[config.mk]
export PLATFORM = sky130hd
export DESIGN_NAME = sacl_ram
export DESIGN_NICKNAME = d
export VERILOG_FILES = /design/src/rtl/sacl_ram.sv
export SDC_FILE = /design/constraint.sdc
export NUM_CORES = 1
export LEC_CHECK = 0
export BUFFER_PORTS_ARGS = -buffer_cell sky130_fd_sc_hd__buf_2
export CAP_MARGIN = 10
export CORE_MARGIN = 2
export CORE_UTILIZATION = 25
export DETAILED_ROUTE_END_ITERATION = 6
export SYNTH_ARGS = -nofsm -noshare
export SYNTH_HDL_FRONTEND = slang
export SYNTH_SLANG_ARGS = --single-unit
[constraint.sdc]
create_clock -name clk -period 1.88 [get_ports clk]
set_input_delay 0.188 -clock clk [delete_from_list [all_inputs] [get_ports clk]]
set_output_delay 0.188 -clock clk [all_outputs]
set_load 0.02 [all_outputs]
[src/rtl/sacl_ram.sv]
`timescale 1ns / 1ps
// ----------------------------------------------------------------------------
// sacl_ram
// Generic simple dual-port synchronous RAM with registered read data.
// ----------------------------------------------------------------------------
module sacl_ram #(
	parameter int WIDTH = 8,
	parameter int DEPTH = 16
) (
	input  logic                     clk,
	input  logic                     we,
	input  logic [$clog2(DEPTH > 1 ? DEPTH : 2)-1:0] waddr,
	input  logic [WIDTH-1:0]         wdata,
	input  logic [$clog2(DEPTH > 1 ? DEPTH : 2)-1:0] raddr,
	output logic [WIDTH-1:0]         rdata
);
	logic [WIDTH-1:0] mem [DEPTH];

	// Write port and registered read port.
	always_ff @(posedge clk) begin
		if (we) begin
			mem[waddr] <= wdata;
		end
		rdata <= mem[raddr];
	end
endmodule

======== Yosys cells after proc, flatten, opt, wreduce, memory -nomap -nowiden ========
Memory sizes are Yosys's and may differ from the RTL's. A register that Yosys moved wholly into a read port is not among the register bits.
Cells that the tools add are included.
word-level totals
  register bits after elaboration ......... 0
  RAM bits ................................ 128
  input bits .............................. 18
  memories ................................ 1
memories
  memory  words  bits a word  rd ports  clocked after memory_dff  wr ports  line  RTL
  mem     16     8            1         1                         1         17    logic [WIDTH-1:0] mem [DEPTH];
cells by class
  muxes and demuxes ....................... 2
operators by type and width
  kind    number
  $mux 1  2

======== Depth between registers and ports, before layout ========
  depth after elaboration ................. 2
  gate-level depth with buffers ........... 5
  depth with buffers taken out ............ 3

======== Worst setup path before layout ========
No wires, ideal clock.
  kind .................................... input port to flip-flop
  from .................................... in waddr[2] (netlist name)
  to ...................................... mem mem[0][0] (enable)
  setup time .............................. 0.383 ns
  arrival ................................. 1.298 ns
  slack ................................... 0.199 ns
  cell stages on the path ................. 2
  buffers on the path ..................... 0
  cell sequence ........................... or3b_2 -> nor3_1
RTL lines
  element      line  RTL
  from (decl)  12    input logic [$clog2(DEPTH > 1 ? DEPTH : 2)-1:0] waddr,
  to (decl)    17
Straight into the memory's write port.

==> metrics.cfg <==
[outcome]
status = completed

[cells_and_area]
num-nets-final = 302
final-instance-count-excl-fill = 566
area_growth_pct = 20.52
filler_cells_inserted = 1941
final_layout_size_suffix_gt1_share_pct = 29.73
diode_insertion_count_for_antenna_repair = 0
multiInputGateArea_um2 = 1057
sequential_cell_area_um2 = 4004
utilization_pct = 30.66

[logic_synthesis]
synth.ff_latch_count = 136
yosys.area.top_type = sky130_fd_sc_hd__edfxtp_1
post_synth_instance_area_um2 = 5147
part_of_the_yosys_area_used_for_sequential_elements_pct = 77.78
post_synth_main_area_contributors = sky130_fd_sc_hd__edfxtp_1 (75%), sky130_fd_sc_hd__mux4_2 (7.9%), sky130_fd_sc_hd__mux4_1 (7.1%), sky130_fd_sc_hd__dfxtp_1 (3.1%), sky130_fd_sc_hd__a22oi_1 (2.3%)
post_synth.cell_area_avg_um2 = 22.48
synthDistinctLibCells = 19
synth_cells = 229
yosysWarningCount = 0
synthesis.nets = 247
netlist.area_leader.share_pct = 74.67

[clock_network]
cts.path.max_buffers = 2
hold_buffers = 0
number_of_buffers_created_by_cts = 17
cts.root.buffer_cell = sky130_fd_sc_hd__clkbuf_16
clkTransAtPathRegs_ns = 0.06
cts_htree_levels = 4
post_cts.repair.setup_buffers = 0
cts_tree = done
cts.sink_count = 136
cts-resized-gates = 0
clk-insertion-delay-late_ns = 0.41

[timing]
fin_skew_ns = 0.008145
setup_viol_count_final = 0
fmaxAchievable_ghz = 0.7150
timing.final.hold_violations = 0
grt_setup_unrepaired = no
worstMarginPinSlew_ns = 0.4409
final.period_utilization_pct = 74.40
finalWorstSetupSlack_ns = 0.4813
period_minus_slack_ns = 1.399
timing.slew.headroom_pct = 70.60
tns_ns = 0
slew_viol_final = 0

[setup_path]
crit_chain = mux4_2 -> a22oi_1 -> nand2_1
critPathArrivalTime_ns = 1.68
critical_path.endpoint_type = flop
critical_path.max_fanout = 1
crit_path_start_kind = flop
timing.critical_path.slowest_stage_cell = sky130_fd_sc_hd__mux4_2
crit_path_max_incr_delay_ns = 0.46
cp.required_ns = 2.16
worst-setup-path-type = flop to flop

[floorplan]
core.rowCount = 52
die_h_um = 147.5
die_width_um = 147.5
num_io_pins = 26
core_area_um2 = 20230
die_area_um2 = 21750
start_util_pct = 25.44

[place]
dp_hpwl_um = 6766
placement.io_buffers = 25
detailedPlace.worstSlack_ns = 0.2196
numPlacedInstances = 535
routabilityCongestion = 0.6946

[power]
cellInternalPower_uw = 5232
switching_power_of_the_nets_uw = 1333
power.share.sequential_pct = 52.1
power.clock.fraction_pct = 42.8
combinational_power_share_pct = 5.2
peakVddDrop_uv = 610.8
netSwitchingFraction_pct = 20.30
power_per_cell_area_nw_per_um2 = 1058
total_leakage_power_uw = 0.002056

[drt]
dr.max_layer_used = met4
route.final.wire_length_um = 10510
drt-wirelength-per-cell_um = 18.57
drt_first_iter_violations = 271
drt-vias-per-instance = 4.272
drt.antenna.violating_nets = 0
residual_drc_count = 0
vias_after_detailed_routing = 2418
first_pass_iters = 4
met3RoutedLength_um = 520
met2_wirelength_um = 4958
met1_length_um = 4946

[global_routing]
overall_fraction_of_global_route_tracks_in_use_pct = 10.33
grt_pass1_vias = 2551
grt_remaining_overflow = 0
grt_pass1_wl_um = 15890
grt_start_max_net_pins = 28
antenna_found_initial = 1

[job]
max_capacitance_violation_count = 0

[hold_path]
hold_path_class = primary input to flop

## power groups by stage
stage,sequential (µW),clock [µW],combinational (µW)
floorplan,3490,0,172
CTS,3420,2860,348
detailed placement,3480,0,347
global placement,3480,0,336
finish,3420,2810,339
global route,3420,2980,370
## state kept, by name, summed over array words and instances (netlist names)
name,cells
rdata,8
mem,128
## cell usage in the layout, fill, tap and decap left out
cell / instances
sky130_fd_sc_hd__nor2b_1: 1
sky130_fd_sc_hd__or3b_2: 1
sky130_fd_sc_hd__and2b_1: 1
sky130_fd_sc_hd__nand3_1: 1
sky130_fd_sc_hd__clkinvlp_4: 1
sky130_fd_sc_hd__mux4_1: 14
sky130_fd_sc_hd__clkbuf_1: 8
sky130_fd_sc_hd__nor3_1: 4
sky130_fd_sc_hd__a22oi_1: 16
sky130_fd_sc_hd__clkbuf_16: 17
sky130_fd_sc_hd__dfxtp_1: 8
sky130_fd_sc_hd__nand3b_1: 2
sky130_fd_sc_hd__buf_4: 19
sky130_fd_sc_hd__buf_2: 25
sky130_fd_sc_hd__nor2_1: 13
sky130_fd_sc_hd__and2_1: 1
sky130_fd_sc_hd__clkinv_2: 4
sky130_fd_sc_hd__mux4_2: 18
sky130_fd_sc_hd__buf_12: 2
sky130_fd_sc_hd__nand2_1: 9
sky130_fd_sc_hd__clkbuf_8: 1
sky130_fd_sc_hd__nand2b_1: 2
sky130_fd_sc_hd__edfxtp_1: 128
## worst max-delay path: cells and delay by family (launching register included)
kind | cells | cell delay, ns
simple gates | 1 | 0.09
mux | 1 | 0.46
compound gates | 1 | 0.37
flops | 1 | 0.36
## worst paths after layout
kind | start | endpoint | slack [ns] | cells past startpoint
setup / recovery | mem[3][4] | rdata[4] | 0.48 | 3
hold / removal | wdata[6] | mem[1][6] | 0.16 | 1
setup reg to reg | mem[3][4] | rdata[4] | 0.48 | 3
hold reg to reg | mem[12][5] | rdata[5] | 0.67 | 3
## stage by stage
stage | instance area [µm²] | total power (µW) | hold WS (ns)
floorplan | 5147 | 3664 | 0.2869
global placement | 5707 | 3817 | 0.5622
detailed placement | 5707 | 3829 | 0.5864
CTS | 6203 | 6633 | 0.1507
global route | 6203 | 6775 | 0.1694
finish | 6203 | 6565 | 0.1599
## cells in the mapped netlist
cell type and n:
sky130_fd_sc_hd__edfxtp_1 128, sky130_fd_sc_hd__mux4_2 18, sky130_fd_sc_hd__a22oi_1 16, sky130_fd_sc_hd__mux4_1 14
sky130_fd_sc_hd__nor2_1 13, sky130_fd_sc_hd__nand2_1 9, sky130_fd_sc_hd__dfxtp_1 8, sky130_fd_sc_hd__nor3_1 4
sky130_fd_sc_hd__buf_2 3, sky130_fd_sc_hd__buf_6 3, sky130_fd_sc_hd__clkdlybuf4s25_2 3, sky130_fd_sc_hd__nand2b_1 2
sky130_fd_sc_hd__nand3b_1 2, sky130_fd_sc_hd__and2_1 1, sky130_fd_sc_hd__and2b_1 1, sky130_fd_sc_hd__buf_4 1
sky130_fd_sc_hd__nand3_1 1, sky130_fd_sc_hd__nor2b_1 1, sky130_fd_sc_hd__or3b_2 1
## layout make-up
cell class	count	area share (%)
multi-input cells	83	17.04
repair buffers	46	4.962
well taps	270	5.446
clock inverters	5	0.4437
clock buffers	26	7.564
flip-flops and latches	136	64.54
## cell families (layout without fill, tap and decap cells)
| family | after synthesis | after routing | share of synthesized area (%) |
|---|---|---|---|
| DFF | 136 | 136 | 77.78 |
| and+or+nand+nor | 35 | 35 | 3.184 |
| muxes | 32 | 32 | 15.02 |
| AOI/OAI and AO/OA | 16 | 16 | 2.334 |
| buffers and inverters | 10 | 77 | 1.677 |
## routing by layer
layer | up-vias | GRT usage (%)
met1 | 1261 | 14.57
met4 | 0 | 3.606
met5 | - | 0
li1 | 1081 | -
met3 | 7 | 2.778
met2 | 69 | 15.47
(Power assumes the default switching activity.)
