[src/rtl/sacl_pkg.sv]
`timescale 1ns / 1ps
// ----------------------------------------------------------------------------
// sacl_pkg
// Shared types, constants and register indexes for the cache lookup block.
// ----------------------------------------------------------------------------
package sacl_pkg;

	localparam int SET_COUNT_DEF = 256;
	localparam int WAY_COUNT_DEF = 8;
	localparam int ALIGN_BITS    = 3;
	localparam int TAG_W         = 29;
	localparam int TS_W          = 32;
	localparam int ADDR_W        = 32;
	localparam int CFG_IDX_W     = 2;
	localparam int CFG_DATA_W    = 5;

	// Configuration register indexes.
	localparam logic [CFG_IDX_W-1:0] REG_POLICY = 2'd0;
	localparam logic [CFG_IDX_W-1:0] REG_SET_BITS = 2'd1;
	localparam logic [CFG_IDX_W-1:0] REG_OFF_BITS = 2'd2;
	localparam logic [CFG_IDX_W-1:0] REG_WAYS = 2'd3;

	// Replacement policy codes.
	localparam logic [1:0] POL_LRU  = 2'd0;
	localparam logic [1:0] POL_LFU  = 2'd1;
	localparam logic [1:0] POL_FIFO = 2'd2;

	// Per-way word held in the memory: valid bit, tag and metadata.
	typedef struct packed {
		logic             vld;
		logic [TAG_W-1:0] tag;
		logic [TS_W-1:0]  lat;
		logic [TS_W-1:0]  cnt;
		logic [TS_W-1:0]  fill;
	} way_meta_t;

	localparam int META_W = $bits(way_meta_t);

endpackage

[src/rtl/sacl_victim.sv]
`timescale 1ns / 1ps
// ----------------------------------------------------------------------------
// sacl_victim
// Hit search, empty-way search and victim choice over one read set.
// ----------------------------------------------------------------------------
module sacl_victim #(
	parameter int WAY_COUNT = sacl_pkg::WAY_COUNT_DEF
) (
	input  sacl_pkg::way_meta_t          meta [WAY_COUNT],
	input  logic [WAY_COUNT-1:0]         vld,
	input  logic [WAY_COUNT-1:0]         used,
	input  logic [sacl_pkg::TAG_W-1:0]   tag,
	input  logic [1:0]                   policy,
	output logic                         hit,
	output logic [$clog2(WAY_COUNT > 1 ? WAY_COUNT : 2)-1:0] way
);
	import sacl_pkg::*;
	localparam int WW = $clog2(WAY_COUNT > 1 ? WAY_COUNT : 2);

	logic [WW-1:0] hit_w, free_w, vic_w;
	logic          free_f;
	logic          better;

	// Priority searches; lowest way wins every tie.
	always_comb begin
		hit = 1'b0;
		hit_w = '0;
		free_f = 1'b0;
		free_w = '0;
		vic_w = '0;
		better = 1'b0;
		for (int b = WAY_COUNT - 1; b >= 0; b--) begin
			if (used[b] && vld[b] && meta[b].tag == tag) begin
				hit = 1'b1;
				hit_w = WW'(b);
			end
			if (used[b] && !vld[b]) begin
				free_f = 1'b1;
				free_w = WW'(b);
			end
		end
		for (int b = 1; b < WAY_COUNT; b++) begin
			case (policy)
				POL_LRU:  better = meta[b].lat < meta[vic_w].lat;
				POL_LFU:  better = (meta[b].cnt < meta[vic_w].cnt) ||
					(meta[b].cnt == meta[vic_w].cnt && meta[b].lat < meta[vic_w].lat);
				POL_FIFO: better = meta[b].fill < meta[vic_w].fill;
				default:  better = 1'b0;
			endcase
			if (used[b] && better) begin
				vic_w = WW'(b);
			end
		end
		way = hit ? hit_w : (free_f ? free_w : vic_w);
	end
endmodule
[config.mk]
export PLATFORM = sky130hd
export DESIGN_NAME = sacl_victim
export DESIGN_NICKNAME = d
export VERILOG_FILES = /design/src/rtl/sacl_pkg.sv /design/src/rtl/sacl_victim.sv
export SDC_FILE = /design/constraint.sdc
export NUM_CORES = 2
export LEC_CHECK = 0
export BUFFER_PORTS_ARGS = -buffer_cell sky130_fd_sc_hd__buf_4
export CAP_MARGIN = 20
export CORE_AREA = 8 8 401 403
export DETAILED_ROUTE_END_ITERATION = 12
export DIE_AREA = 0 0 409 411
export PLACE_DENSITY = 0.34
export SYNTH_ARGS = -nofsm -noshare
export SYNTH_HDL_FRONTEND = slang
export SYNTH_SLANG_ARGS = --single-unit
[constraint.sdc]
create_clock -name vclk -period 32
set_input_delay 3.2 -clock vclk [all_inputs]
set_output_delay 3.2 -clock vclk [all_outputs]
set_load 0.02 [all_outputs]
# Word-level counts from Yosys, hierarchy flattened
# Cells that the tools add are included.
word_totals:
  in_bits: 1055
  regBits: 0
  wordCells: 170
  output_inout_bits: 4
classes:
  n_eq_ne: 17
  bitwise_logic: 6
  reduce_logical: 54
  order_cmp: 27
  mux: 66
op_table:
  columns: ["operator", "count"]
  rows:
  - ["binary-select mux 126 bit (select 3 bit)", 6]
  - ["two-way mux 96 bit", 12]
  - ["less-than comparator 32 bit", 21]
  - ["== test 29 bit", 8]
  - ["== test 32 bit", 7]
  - ["two-way mux 3 bit", 24]
  - ["logical AND 1 bit", 38]
  - ["greater-or-equal comparator 4 bit, second input constant", 6]
  - ["inverter 3 -> 4 bit", 6]
  - ["case mux 1 bit (3 select lines)", 7]
  - ["two-way mux 1 bit", 17]
  - ["zero test 1 bit", 8]
  - ["logical OR 1 bit", 7]
  - ["== test 2 x 1 -> 1 bit, second input constant", 1]
  - ["== test 2 bit, second input constant", 1]
  - ["zero test 2 bit", 1]

# Depth between registers and ports, before layout
depth:
  ltp_word: 68
  ltp_mapped: 126
  mapped_depth_nobuf: 112

# Worst setup path before layout
# No wires, ideal clock.
synth_timing:
  kind: "input-to-output"
  startpoint: "input port meta[884] (netlist name)"
  endpoint: "output port way[0] (netlist name)"
  arrival_time_ns: 26.715
  setup_slack_ns: 2.085
  path_buffers: 16
  required_ns: 28.800
  stages: 120
  path_cell_list: "inv_1 > ha_1 > a211o_1 > a31oi_1 > o221ai_1 > a211oi_1 > nor2_1 > o32a_1 > a21oi_2 > clkbuf_1 > clkbuf_1 > clkbuf_1 > nor2_1 > a21oi_1 > ha_1 > a2111oi_0 > a21oi_1 > or4_1 > (+84 left out) > o21bai_1 > ha_1 > nor2b_1 > o21a_1 > o21ai_0 > nand2b_1 > a21oi_1 > o21ai_0 > a21oi_1 > o221ai_1 > a21oi_1 > or4_1 > o211ai_1 > nor2_1 > o41a_1 > o21bai_1 > a2111oi_2 > o21ai_1"
synth_between:
  elab_chain_len: 66
  word_cells_on_any_way: 84
  cone_classes: "order compare: 19; eq/ne: 6; mux: 34; bitwise: 6; reduce/logical: 19"
synth_rtl:
  columns: ["item", "line", "text"]
  rows:
  - ["start: declaration", "sacl_victim.sv:9", "input sacl_pkg::way_meta_t meta [WAY_COUNT],"]
  - ["less-than comparator 32 bit", "sacl_victim.sv:47", "POL_FIFO: better = meta[b].fill < meta[vic_w].fill;"]
  - ["case mux 1 bit (3 select lines)", "sacl_victim.sv:43", "case (policy)"]
  - ["logical AND 1 bit", "sacl_victim.sv:50", "if (used[b] && better) begin"]
  - ["two-way mux 1 bit", "sacl_victim.sv:50", null]
  - ["inverter 3 -> 4 bit (implied by the code)", null, null]
  - ["binary-select mux 126 bit (select 3 bit)", null, null]
  - ["two-way mux 96 bit (implied by the code) (2 in a row)", "sacl_victim.sv:47", null]
  - ["less-than comparator 32 bit / == test 32 bit (equally long branches)", "sacl_victim.sv:44, sacl_victim.sv:46", null]
  - ["(+48 left out)", null, null]
  - ["two-way mux 96 bit (implied by the code)", "sacl_victim.sv:44, sacl_victim.sv:46", null]
  - ["less-than comparator 32 bit / == test 32 bit (equally long branches)", "sacl_victim.sv:44, sacl_victim.sv:46", null]
  - ["logical AND 1 bit", "sacl_victim.sv:46", "(meta[b].cnt == meta[vic_w].cnt && meta[b].lat < meta[vic_w].lat);"]
  - ["logical OR 1 bit", "sacl_victim.sv:45", "POL_LFU: better = (meta[b].cnt < meta[vic_w].cnt) ||"]
  - ["case mux 1 bit (3 select lines)", "sacl_victim.sv:43", null]
  - ["logical AND 1 bit", "sacl_victim.sv:50", null]
  - ["two-way mux 3 bit *", "sacl_victim.sv:50", null]
  - ["two-way mux 3 bit * (2 in a row)", "sacl_victim.sv:54", "way = hit ? hit_w : (free_f ? free_w : vic_w);"]
  - ["end: declaration", "sacl_victim.sv:15", "output logic [$clog2(WAY_COUNT > 1 ? WAY_COUNT : 2)-1:0] way"]
# Mark *: on every way between the ends. The rest lies on a longest branch, timed or not. The select of a mux whose other input is x is not followed.

# Worst setup path after layout
layout_timing:
  startpoint: "input port meta[758] (netlist name)"
  endpoint: "output port way[0] (netlist name)"
# The elaborated chain is that of the path after synthesis.

==> summary.md <==
| Metric | Value |
|---|---|
| Status | `completed` |
| Slew HR | `23.3%` |
| Maximum vdd drop | `between 15 and 20 uV` |
| Dpl cells | `8,472` |
| Initial antenna violation count | `86` |
| Achievable Freq | `32.1 MHz` |
| Netlist cell types | `79` |
| Mapped Area | `approximately 0.030 mm^2` |
| Hold path start | `vld[0]` |
| Num rows | `145` |
| Cell family with most CP delay | `compound AO/OA/AOI/OAI gates` |
| Data arrival, critical path | `27.99 ns` |
| Seq cells | `0` |
| Minimum clock period | `a little over 30 ns` |
| Fin. max-slew vios | `0` |
| Met1 Use GR | `about a third` |
| Die ar. | `0.168 mm^2` |
| Register area share after synthesis | `0%` |
| Syn Nets | `approximately 6.3k` |
| Starting Density | `19.6%` |
| Critical path class | `input pin to primary output` |
| Vias in the first global route | `approximately 44k` |
| Via density | `around 5.1` |
| Register area | `0 um^2` |
| GR Util met2 | `between 50% and 60%` |
| Startpoint types | `input pin` |
| Fill cells | `between 15k and 20k` |
| Leakage power figure | `0.0248 uW` |
| Layout Cells excl Fill | `~8.6k` |
| IO buf count | `1,051` |
| Tcrit/Tclk final | `between 90% and 100%` |
| Routed WL | `around 260,000 um` |
| Final setup fails | `0` |
| Placed cell areas | `just under 0.05 mm^2` |
| Slew of the pin with the lowest slew margin | `1.15 ns` |
| Crit path launch | `meta[758]` |
| Top Usage Layer GRT | `met2` |
| Remaining Overflow, GRT | `0` |
| Final Util | `between 30 and 40%` |
| Met3 Use GR | `between 4 and 5%` |
| Crit-path slowest cell | `a311oi_1` |
| Final instance area | `0.0503 mm^2` |
| Vias | `43.5k` |
| Share of layout cells above drive strength 1 | `between 30% and 40%` |
| Core area | `0.155 mm^2` |
| Pwr Density | `47.9 mW/mm^2` |
| Antenna Nets Post-Route | `0` |
| Initial DRC Count | `3,084` |
| # hold bufs at CTS | `0` |
| Wirelength per Cell | `29.9 um` |
| Die Y | `between 400 and 500 um` |
| # clk buffers | `0` |
| Most common cell after layout, fill and taps aside | `buf_4` |
| CP most frequent cell | `buf_4` |
| Total of warnings raised by yosys | `0` |
| All-Layer GR Usage | `between 20 and 30%` |
| DP Wirelength | `about 220,000 um` |
| Power Total | `2410 uW` |
| Mapped Cells | `between 4k and 5k` |
| Die span in x | `about 410 um` |
| Final nets | `between 8k and 9k` |
| DRC | `0` |
| Drt first pass iters | `6` |
| Worst Hold Class | `input pin to primary output` |
| Slowest cell delay on critical path | `0.77 ns` |
| Gpl congestion | `about 0.91` |
| Hold Fails Final Rpt | `0` |
| Worst Path Max Fanout | `21` |
| Crit. End Element | `primary output` |
| Commonest non-fill, non-tap cells in the layout | `2,048 x buf_4, 657 x ha_1, 605 x a21oi_1` |
| Setup TNS | `0 ns` |
| Largest net degree at the start of global routing | `60` |
| IO Count | `between 1k and 1.5k` |
| Worst EP required | `around 29 ns` |
| CP bufs+invs | `35` |
| First-pass GRT wire length | `approximately 340,000 um` |
| Synthesized area per cell | `6.60 um^2` |
| Max-capacitance violation count | `0` |
| Synthesis-to-finish area growth | `66.0%` |
-- per-layer routing --
| layer | routed length [um] | vias to the layer above |
|---|---|---|
| li1 | - | 20900 |
| met1 | 107000 | 20700 |
| met2 | 126000 | 1623 |
| met3 | 14900 | 330 |
| met4 | 7970 | 28 |
| met5 | 165 | - |
-- per-stage QoR --
step                hold slack (ns)  setup slack, ns
floorplan                      6.78             2.08
global placement               7.06            -1.92
detailed placement             7.05            -1.95
CTS                            7.06          0.00422
global route                   7.11          -0.0502
finish                         7.03            0.812
-- worst paths after layout --
check / endpoint / slack, ns / cells after the start
max: way[0] / 0.81 / 133
min: way[0] / 7.03 / 6
-- Yosys cell counts (all sizes together) (80+ instances only) --
master  instances  share of area, %
xnor2          88               2.5
a211oi         80               2.0
o21ai         265               4.4
ha            658                27
xor2          144               4.2
a21o          143               3.5
o21a           97               2.4
nand2         520               6.4
mux2i         114               3.8
nand4         160               3.3
inv           199               2.5
clkbuf        210               2.6
a21oi         649                11
nor2          416               5.2
-- where the power goes --
| part | internal (uW) | switching, uW | total (uW) | leakage [uW] |
|---|---|---|---|---|
| Combinational | 1110 | 1300 | 2410 | 0.0248 |
| Sequential | 0 | 0 | 0 | 0 |
| Clock | 0.000127 | 0 | 0.000127 | 0.000000191 |
| Total | 1110 | 1300 | 2410 | 0.0248 |
-- final cells by class --
cell class         instances  area (um^2)  share of cell area [%]
multi-input cells       4122        29500                    58.7
repair buffers          2157        17400                    34.6
well taps               2058         2570                    5.12
inverters                199          749                    1.49
diodes                    31         77.6                   0.154
-- worst min-delay path, delay by kind of cell --
kind                   cells  cell delay [ns]
AND/OR/NAND/NOR            2             0.15
buffers and inverters      2             0.27
AO/OA/AOI/OAI              2             0.18
-- kinds of logic (layout without fill, tap and decap cells) --
kind of cell / Yosys count / in the layout / synth area share (%)
adder cells (fa/ha/maj): 658 / 658 / 27.2
XOR/XNOR: 232 / 232 / 6.71
AO/OA/AOI/OAI: 1635 / 1635 / 33.5
other: 0 / 31 / 0
buffers and inverters: 472 / 2356 / 6.01
multiplexers: 132 / 132 / 4.44
AND/OR/NAND/NOR: 1465 / 1465 / 22.2
-- repair_timing --
item,CTS,global route
buffers inserted,10,41
gates cloned,5,8
pin swaps,16,73
resized for setup,74,188
setup endpoints to repair,3,3
(Power assumes the default switching activity.)
